`config.mk`:
```
export PLATFORM = sky130hd
export DESIGN_NAME = refcounted_buffer_pool_manager
export DESIGN_NICKNAME = d
export VERILOG_FILES = /design/src/rtl/rbpm_pkg.sv /design/src/rtl/refcounted_buffer_pool_manager.sv /design/src/rtl/rbpm_slot_mem.sv /design/src/rtl/rbpm_exec.sv
export VERILOG_INCLUDE_DIRS = /design/src /design/src/rtl
export SDC_FILE = /design/constraint.sdc
export NUM_CORES = 1
export LEC_CHECK = 0
export BUFFER_PORTS_ARGS = -buffer_cell sky130_fd_sc_hd__buf_2
export CELL_PAD_IN_SITES_DETAIL_PLACEMENT = 0
export CELL_PAD_IN_SITES_GLOBAL_PLACEMENT = 2
export CORE_ASPECT_RATIO = 0.8
export CORE_MARGIN = 3
export CORE_UTILIZATION = 30
export CTS_BUF_LIST = sky130_fd_sc_hd__clkbuf_8
export DETAILED_ROUTE_END_ITERATION = 8
export HOLD_SLACK_MARGIN = 0.05
export PLACE_DENSITY_LB_ADDON = 0.1
export RECOVER_POWER = 50
export SLEW_MARGIN = 20
export SYNTH_ARGS = -nofsm -noshare
export SYNTH_HDL_FRONTEND = slang
export SYNTH_SLANG_ARGS = --single-unit
```
`constraint.sdc`:
```
create_clock -name clock -period 4.4 [get_ports clock]
set_clock_uncertainty 0.15 [all_clocks]
set_input_delay 0.22 -clock clock [delete_from_list [all_inputs] [get_ports clock]]
set_output_delay 0.22 -clock clock [all_outputs]
set_load 0.02 [all_outputs]
```
`src/rtl/assert_macros.svh`:
```
// assertion helpers used by the pool manager rtl
`ifndef ASSERT_MACROS_SVH
`define ASSERT_MACROS_SVH

`ifndef SYNTH

// antecedent implies consequent in the same cycle
`define ASSERT_SAME(label, clk, rst, ante, cons) \
   label: assert property (@(posedge clk) disable iff (rst) (ante) |-> (cons)) \
      else $error("assertion failed");

// antecedent implies consequent in the next cycle
`define ASSERT_NEXT(label, clk, rst, ante, cons) \
   label: assert property (@(posedge clk) disable iff (rst) (ante) |=> (cons)) \
      else $error("assertion failed");

`else

`define ASSERT_SAME(label, clk, rst, ante, cons)
`define ASSERT_NEXT(label, clk, rst, ante, cons)

`endif

`endif

```
`src/rtl/rbpm_pkg.sv`:
```
package rbpm_pkg;

   // pool geometry
   localparam int SLOT_COUNT = 32;
   localparam int IDX_W = $clog2(SLOT_COUNT);
   localparam int CNT_W = $clog2(SLOT_COUNT + 1);
   localparam int REFS_W = 8;
   localparam int WIDE_W = 16;

   // port field widths
   localparam int FIELD_OP_W = 3;
   localparam int FIELD_IDX_W = 5;
   localparam int FIELD_CNT_W = 6;

   localparam logic [REFS_W-1:0] REFS_MAX = {REFS_W{1'b1}};

   // opcodes
   localparam logic [FIELD_OP_W-1:0] OP_ALLOC       = 3'd0;
   localparam logic [FIELD_OP_W-1:0] OP_ALLOC_SPARE = 3'd1;
   localparam logic [FIELD_OP_W-1:0] OP_RELEASE     = 3'd2;
   localparam logic [FIELD_OP_W-1:0] OP_ADD_REFS    = 3'd3;
   localparam logic [FIELD_OP_W-1:0] OP_SET_LINK    = 3'd4;

   // one slot record: link and reference count
   typedef struct packed {
      logic              link_ok;
      logic [IDX_W-1:0]  link_idx;
      logic [REFS_W-1:0] refs;
   } entry_type;

   // free list head
   typedef struct packed {
      logic             ok;
      logic [IDX_W-1:0] idx;
   } head_type;

   // latched transaction operands
   typedef struct packed {
      logic [FIELD_OP_W-1:0] op;
      logic [IDX_W-1:0]      slot;
      logic                  slot_ok;
      logic [REFS_W-1:0]     inc;
      logic [IDX_W-1:0]      tgt;
      logic                  tgt_ok;
   } cmd_type;

   // execute stage outcome
   typedef struct packed {
      logic             wr_en;
      entry_type        wr_entry;
      head_type         head;
      logic [CNT_W-1:0] used;
      logic [CNT_W-1:0] peak;
      logic             ok;
      logic [IDX_W-1:0] res_idx;
      logic             res_ok;
      logic             returned;
   } exec_type;

   // contents of a slot right after reset
   function automatic entry_type reset_entry(input logic [IDX_W-1:0] idx);
      entry_type e;
      e.link_ok = (idx != '0);
      e.link_idx = (idx != '0) ? idx - IDX_W'(1) : '0;
      e.refs = '0;
      return e;
   endfunction

endpackage

```
`src/rtl/refcounted_buffer_pool_manager.sv`:
```
// channel    ports                         transfer
// request    start, busy, req_*            start high while busy low
// response   rsp_valid, rsp_*              one cycle strobe, always taken
//
// every transaction has a read step and an execute step: the accept edge
// reads the slot record from the slot memory, the next cycle modifies it,
// writes it back and registers the response. busy is high in that execute
// cycle, so a new transaction is taken in the cycle the response is shown.
// synchronous reset needs no clearing pass: per-slot written flags return
// the reset contents. the response side cannot stall.
`include "assert_macros.svh"

module refcounted_buffer_pool_manager (
   input  logic                                    clock,
   input  logic                                    reset,
   input  logic                                    start,
   output logic                                    busy,
   input  logic [rbpm_pkg::FIELD_OP_W-1:0]         req_opcode,
   input  logic [rbpm_pkg::FIELD_IDX_W-1:0]        req_buffer_index,
   input  logic [rbpm_pkg::REFS_W-1:0]             req_reference_increment,
   input  logic [rbpm_pkg::FIELD_IDX_W-1:0]        req_link_index,
   input  logic                                    req_link_valid,
   output logic                                    rsp_valid,
   output logic                                    rsp_ok,
   output logic [rbpm_pkg::FIELD_IDX_W-1:0]        rsp_result_index,
   output logic                                    rsp_result_index_valid,
   output logic                                    rsp_returned_to_pool,
   output logic [rbpm_pkg::FIELD_CNT_W-1:0]        rsp_used_slots,
   output logic [rbpm_pkg::FIELD_CNT_W-1:0]        rsp_peak_used_slots
);

   localparam logic ST_IDLE = 1'b0;
   localparam logic ST_EXEC = 1'b1;

   logic state_ff, state_in;
   rbpm_pkg::cmd_type cmd_ff, cmd_in;
   logic [rbpm_pkg::IDX_W-1:0] addr_ff, addr_in;
   rbpm_pkg::head_type head_ff;
   logic [rbpm_pkg::CNT_W-1:0] used_ff;
   logic [rbpm_pkg::CNT_W-1:0] peak_ff;
   logic rsp_valid_ff;
   logic rsp_ok_ff;
   logic [rbpm_pkg::FIELD_IDX_W-1:0] rsp_idx_ff;
   logic rsp_idx_ok_ff;
   logic rsp_returned_ff;
   logic [rbpm_pkg::FIELD_CNT_W-1:0] rsp_used_ff;
   logic [rbpm_pkg::FIELD_CNT_W-1:0] rsp_peak_ff;

   logic accept;
   logic exec;
   logic req_is_alloc;
   rbpm_pkg::entry_type rd_entry;
   rbpm_pkg::exec_type res;

   assign accept = start && (state_ff == ST_IDLE);
   assign exec = (state_ff == ST_EXEC);
   assign busy = exec;
   assign req_is_alloc = (req_opcode == rbpm_pkg::OP_ALLOC) ||
                         (req_opcode == rbpm_pkg::OP_ALLOC_SPARE);

   // operand capture and memory address for the incoming transaction
   always_comb begin
      cmd_in.op = req_opcode;
      cmd_in.slot = rbpm_pkg::IDX_W'(req_buffer_index);
      cmd_in.slot_ok = rbpm_pkg::WIDE_W'(req_buffer_index) <
                       rbpm_pkg::WIDE_W'(rbpm_pkg::SLOT_COUNT);
      cmd_in.inc = req_reference_increment;
      cmd_in.tgt = rbpm_pkg::IDX_W'(req_link_index);
      cmd_in.tgt_ok = req_link_valid &&
                      (rbpm_pkg::WIDE_W'(req_link_index) <
                       rbpm_pkg::WIDE_W'(rbpm_pkg::SLOT_COUNT));
      addr_in = req_is_alloc ? head_ff.idx : cmd_in.slot;
      state_in = accept ? ST_EXEC : ST_IDLE;
   end

   rbpm_slot_mem u_slot_mem (
      .clock   (clock),
      .reset   (reset),
      .rd_en   (accept),
      .rd_addr (addr_in),
      .rd_data (rd_entry),
      .wr_en   (exec && res.wr_en),
      .wr_addr (addr_ff),
      .wr_data (res.wr_entry)
   );

   rbpm_exec u_exec (
      .cmd   (cmd_ff),
      .entry (rd_entry),
      .head  (head_ff),
      .used  (used_ff),
      .peak  (peak_ff),
      .res   (res)
   );

   // operand registers
   always_ff @(posedge clock) begin
      if (accept) begin
         cmd_ff <= cmd_in;
         addr_ff <= addr_in;
      end
   end

   // control state and pool counters
   always_ff @(posedge clock) begin
      if (reset) begin
         state_ff <= ST_IDLE;
         head_ff.ok <= 1'b1;
         head_ff.idx <= rbpm_pkg::IDX_W'(rbpm_pkg::SLOT_COUNT - 1);
         used_ff <= '0;
         peak_ff <= '0;
         rsp_valid_ff <= 1'b0;
      end else begin
         state_ff <= state_in;
         rsp_valid_ff <= exec;
         if (exec) begin
            head_ff <= res.head;
            used_ff <= res.used;
            peak_ff <= res.peak;
         end
      end
   end

   // response payload
   always_ff @(posedge clock) begin
      if (exec) begin
         rsp_ok_ff <= res.ok;
         rsp_idx_ff <= rbpm_pkg::FIELD_IDX_W'(res.res_idx);
         rsp_idx_ok_ff <= res.res_ok;
         rsp_returned_ff <= res.returned;
         rsp_used_ff <= rbpm_pkg::FIELD_CNT_W'(res.used);
         rsp_peak_ff <= rbpm_pkg::FIELD_CNT_W'(res.peak);
      end
   end

   assign rsp_valid = rsp_valid_ff;
   assign rsp_ok = rsp_ok_ff;
   assign rsp_result_index = rsp_idx_ff;
   assign rsp_result_index_valid = rsp_idx_ok_ff;
   assign rsp_returned_to_pool = rsp_returned_ff;
   assign rsp_used_slots = rsp_used_ff;
   assign rsp_peak_used_slots = rsp_peak_ff;

   `ASSERT_NEXT(a_accept_exec, clock, reset, accept, busy && !rsp_valid)
   `ASSERT_NEXT(a_exec_resp, clock, reset, exec, rsp_valid && !busy)
   `ASSERT_SAME(a_peak_bound, clock, reset, 1'b1, used_ff <= peak_ff)
   `ASSERT_SAME(a_used_bound, clock, reset, 1'b1,
      used_ff <= rbpm_pkg::CNT_W'(rbpm_pkg::SLOT_COUNT))
   `ASSERT_SAME(a_fail_empty, clock, reset, rsp_valid && !rsp_ok,
      !rsp_result_index_valid && !rsp_returned_to_pool)

endmodule

```
`src/rtl/rbpm_slot_mem.sv`:
```
module rbpm_slot_mem (
   input  logic                          clock,
   input  logic                          reset,
   input  logic                          rd_en,
   input  logic [rbpm_pkg::IDX_W-1:0]    rd_addr,
   output rbpm_pkg::entry_type           rd_data,
   input  logic                          wr_en,
   input  logic [rbpm_pkg::IDX_W-1:0]    wr_addr,
   input  rbpm_pkg::entry_type           wr_data
);

   rbpm_pkg::entry_type slot_mem_ff [rbpm_pkg::SLOT_COUNT];
   logic [rbpm_pkg::SLOT_COUNT-1:0] written_ff;
   rbpm_pkg::entry_type rd_data_ff;

   // write port
   always_ff @(posedge clock) begin
      if (wr_en) begin
         slot_mem_ff[wr_addr] <= wr_data;
      end
   end

   // per-entry written flags, unwritten entries read as reset contents
   always_ff @(posedge clock) begin
      if (reset) begin
         written_ff <= '0;
      end else if (wr_en) begin
         written_ff[wr_addr] <= 1'b1;
      end
   end

   // registered read port
   always_ff @(posedge clock) begin
      if (rd_en) begin
         rd_data_ff <= written_ff[rd_addr] ? slot_mem_ff[rd_addr]
                                           : rbpm_pkg::reset_entry(rd_addr);
      end
   end

   assign rd_data = rd_data_ff;

endmodule

```
`src/rtl/rbpm_exec.sv`:
```
module rbpm_exec (
   input  rbpm_pkg::cmd_type               cmd,
   input  rbpm_pkg::entry_type             entry,
   input  rbpm_pkg::head_type              head,
   input  logic [rbpm_pkg::CNT_W-1:0]      used,
   input  logic [rbpm_pkg::CNT_W-1:0]      peak,
   output rbpm_pkg::exec_type              res
);

   logic is_alloc;
   logic alloc_fail;
   logic [rbpm_pkg::REFS_W:0] refs_sum;
   logic [rbpm_pkg::CNT_W-1:0] used_up;

   assign is_alloc = (cmd.op == rbpm_pkg::OP_ALLOC) || (cmd.op == rbpm_pkg::OP_ALLOC_SPARE);
   assign alloc_fail = !head.ok ||
                       ((cmd.op == rbpm_pkg::OP_ALLOC_SPARE) && !entry.link_ok);
   assign refs_sum = {1'b0, entry.refs} + {1'b0, cmd.inc};
   assign used_up = (used < rbpm_pkg::CNT_W'(rbpm_pkg::SLOT_COUNT)) ?
                    used + rbpm_pkg::CNT_W'(1) : used;

   // decode and apply one transaction to the slot record and pool counters
   always_comb begin
      res.wr_en = 1'b0;
      res.wr_entry = entry;
      res.head = head;
      res.used = used;
      res.peak = peak;
      res.ok = 1'b1;
      res.res_idx = '0;
      res.res_ok = 1'b0;
      res.returned = 1'b0;

      if (is_alloc) begin
         if (alloc_fail) begin
            res.ok = 1'b0;
         end else begin
            // pop head slot
            res.head.ok = entry.link_ok;
            res.head.idx = entry.link_idx;
            res.wr_en = 1'b1;
            res.wr_entry.link_ok = 1'b0;
            res.wr_entry.link_idx = '0;
            res.wr_entry.refs = rbpm_pkg::REFS_W'(1);
            res.used = used_up;
            res.peak = (used_up > peak) ? used_up : peak;
            res.res_idx = head.idx;
            res.res_ok = 1'b1;
         end
      end else if (cmd.slot_ok) begin
         res.res_idx = entry.link_ok ? entry.link_idx : '0;
         res.res_ok = entry.link_ok;
         case (cmd.op)
            rbpm_pkg::OP_RELEASE: begin
               res.wr_en = 1'b1;
               if (entry.refs > rbpm_pkg::REFS_W'(1)) begin
                  res.wr_entry.refs = entry.refs - rbpm_pkg::REFS_W'(1);
               end else begin
                  // push slot back on the free list
                  res.wr_entry.link_ok = head.ok;
                  res.wr_entry.link_idx = head.idx;
                  res.head.ok = 1'b1;
                  res.head.idx = cmd.slot;
                  res.used = (used != '0) ? used - rbpm_pkg::CNT_W'(1) : used;
                  res.returned = 1'b1;
               end
            end
            rbpm_pkg::OP_ADD_REFS: begin
               res.wr_en = 1'b1;
               res.wr_entry.refs = refs_sum[rbpm_pkg::REFS_W] ? rbpm_pkg::REFS_MAX
                                                              : refs_sum[rbpm_pkg::REFS_W-1:0];
            end
            rbpm_pkg::OP_SET_LINK: begin
               res.wr_en = 1'b1;
               res.wr_entry.link_ok = cmd.tgt_ok;
               res.wr_entry.link_idx = cmd.tgt_ok ? cmd.tgt : '0;
            end
            default: begin
               // unused opcode: no change, empty result
               res.res_idx = '0;
               res.res_ok = 1'b0;
            end
         endcase
      end
   end

endmodule

```
==> key figures <==
Timing
  • Pins Over Slew Limit: 75
  • # setup viols final: 0
  • Fin. Hold Viols: 0
  • RSZ-0062 raised after global routing: false
  • Slew HR: -0.617
  • TNS Setup: 0 ns
  • Fin crit period: 3.99 ns
  • Worst-margin pin slew: 2.42 ns
  • Final worst-path cycle share: 0.907
  • Fmax: 0.251 GHz

Yosys
  • EDFF count, synth: 509
  • Most common cell in the netlist: edfxtp_1
  • Avg Cell Area, Syn: 12.8 um2
  • Synth Flop Type: edfxtp_1
  • YS warnings: 0
  • Post-Synthesis Cells: 1824
  • Cell Area, Synth: 23400 um2
  • Register area share after synthesis: 0.697
  • Synth Register Bits: 561
  • Synth cell types: 78
  • Synth top area cells: edfxtp_1, nand2_1, dfxtp_1
  • Yosys top cell area share: 0.653
  • Library cell with the largest summed area after synthesis: edfxtp_1
  • List of most frequent post-synthesis cells: edfxtp_1, nand2_1, nor2_1
  • Fraction of registers with async set/reset: 0
  • Syn nets: 1870

Power and ir drop
  • Pleak: 9.53 nW
  • Total chip power: 11.6 mW
  • Pwr per Cell Area: 426 nW/um2
  • VDD IR max: 235 uV

Floorplan
  • Num ports: 47
  • Chip width: 318 um
  • Die Y: 256 um
  • Starting Density: 0.307
  • Core area: 76300 um2
  • Row count: 90
  • Die ar.: 81400 um2

Clock network
  • Clock buffer depth: 3
  • Clock latency on the worst-skew pair: 0.70 ns
  • Clk root buf: clkbuf_8
  • Count of cells resized by post-cts repair: 0
  • CTS Sinks: 561
  • Clock transition at path regs: 0.07 ns
  • H-tree Lvls: 3
  • CTS Buf Count: 95
  • TritonCTS clock tree: done
  • Post-CTS setup-driven buffer insertion count: 0

Final layout
  • Layout cell share with drive strength beyond 1: 0.137
  • Nets@finish: 2032
  • Area growth syn-to-layout: 16.3%
  • Antenna cell count: 0

Worst setup path
  • WS Path Type: register to register
  • CP startpoint: cmd_ff[22]
  • Reg2reg setup slack: 0.41 ns
  • Maximum fanout along the worst path: 12
  • Startpoint types: register
  • Crit path DAT: 4.15 ns
  • CP Capture Point: u_slot_mem.slot_mem_ff[28][1]
  • Reg-to-Reg End: u_slot_mem.slot_mem_ff[28][1]
  • Required @ worst endpoint: 4.56 ns
  • Cells on worst reg2reg path: 7
  • Worst Setup End Kind: register
  • RR Startpoint: cmd_ff[22]

Routing
  • DRT antenna net count: 0
  • Drt first pass iters: 5
  • WL final: 77600 um
  • Iter 0 DRT Violations: 1271
  • DR WL/cell: 25.3 um
  • Total vias in the final route: 15.8k
  • Drc violations: 0
  • Drt via density: 5.14

Run
  • Number of max-cap violations: 3

Worst hold path
  • Worst Min Path Start: req_reference_increment[5]
  • Hold Path Class: primary input to register

Global route
  • Total grt overflow: 0
  • Number of global-route vias before repair: 15.6k
  • GRT Util Overall: 0.187
  • First-pass GRT wire length: 112000 um
  • Largest net degree at the start of global routing: 87
  • Antenna violations before repair: 3

Placement
  • Port bufs: 46
  • Gpl congestion: 0.795
  • HPWL Detailed: 47100 um

Outcome
  • Status: finished, violations left
  • Violated checks: max-capacitance violations, max-slew violations
## area by class of cell
cell class / instances / area, um2
clock buffers: 100 / 1380
clock inverters: 66 / 325
fillers: 7577 / 49100
inverters: 35 / 139
multi-input cells: 1115 / 6540
flip-flops and latches: 561 / 16300
well taps: 1012 / 1270
repair buffers: 178 / 1270
## flip-flops by register name (all words and copies together) (netlist names), 5 cells and up
| name | cells |
|---|---|
| addr_ff | 5 |
| cmd_ff | 22 |
| head_ff | 6 |
| peak_ff | 6 |
| rsp_peak_used_slots | 6 |
| rsp_result_index | 5 |
| rsp_used_slots | 6 |
| u_slot_mem.rd_data | 14 |
| u_slot_mem.slot_mem_ff | 448 |
| u_slot_mem.written_ff | 32 |
| used_ff | 6 |
## report_power, final
part | internal (mW) | total (mW) | switching (mW)
Sequential | 6.00 | 6.06 | 0.0611
Combinational | 0.344 | 1.18 | 0.839
Clock | 2.16 | 4.37 | 2.21
## routing by layer
layer / vias to the layer above / track usage / wire [um]
li1: 7177 / - / -
met1: 8032 / 0.278 / 37900
met2: 446 / 0.272 / 33400
met3: 113 / 0.0419 / 4680
met4: 0 / 0.0513 / 1620
met5: - / 0 / 0
## worst max-delay path: stages (launching register included)
cell      delay, ns
edfxtp_1       0.41
clkbuf_1       0.44
nor2_1         0.24
a21oi_1        0.30
o211ai_1       0.32
clkbuf_1       0.25
nor3_1         0.85
clkbuf_2       0.62
## timing repair
| item | 4_1_cts | 5_1_grt |
|---|---|---|
| setup endpoints to repair | 0 | 0 |
| hold buffers | 37 | 0 |
| endpoints found under the hold margin | 92 | 0 |
## through the flow
stage	hold slack, ns	setup slack [ns]	instance area (um2)	util	instances
floorplan	0.169	0.608	23400	-	1824
global placement	0.250	0.689	25300	0.332	2863
detailed placement	0.249	0.671	25300	0.332	2863
CTS	0.0522	0.647	27400	0.359	3066
global route	0.0695	0.221	27200	0.357	3067
finish	0.113	0.411	27200	0.357	3067
## how the worst min path moves through the flow
stage	endpoint	slack (ns)	depth (start not counted)
detailed placement	cmd_ff[8]	0.25	1
floorplan	cmd_ff[0]	0.17	0
finish	cmd_ff[11]	0.11	2
global placement	cmd_ff[4]	0.25	1
CTS	cmd_ff[11]	0.05	2
global route	cmd_ff[11]	0.07	2
## cell families after synthesis
family / synth area share
xor gates and xnor gates: 0.00486
AOI/OAI and AO/OA: 0.102
buffers and inverters: 0.0268
muxes: 0.0235
adders and majority gates: 0.0115
DFF: 0.697
and+or+nand+nor: 0.134
## cells in the final DEF, fill, tap and decap left out, types with 20 or more instances in the layout
cell / netlist / routed
edfxtp_1: 509 / 509
nand3_1: 37 / 37
mux2i_1: 29 / 27
nor2_1: 98 / 95
dlygate4sd3_1: 0 / 37
nand2_1: 406 / 406
nor3_1: 21 / 20
clkbuf_8: 0 / 100
and3_1: 84 / 84
ha_1: 20 / 20
dfxtp_1: 52 / 52
a311oi_1: 71 / 71
clkbuf_1: 59 / 46
o21ai_0: 61 / 59
a21oi_1: 40 / 39
inv_1: 32 / 64
buf_4: 7 / 63
(Power assumes the default switching activity.)
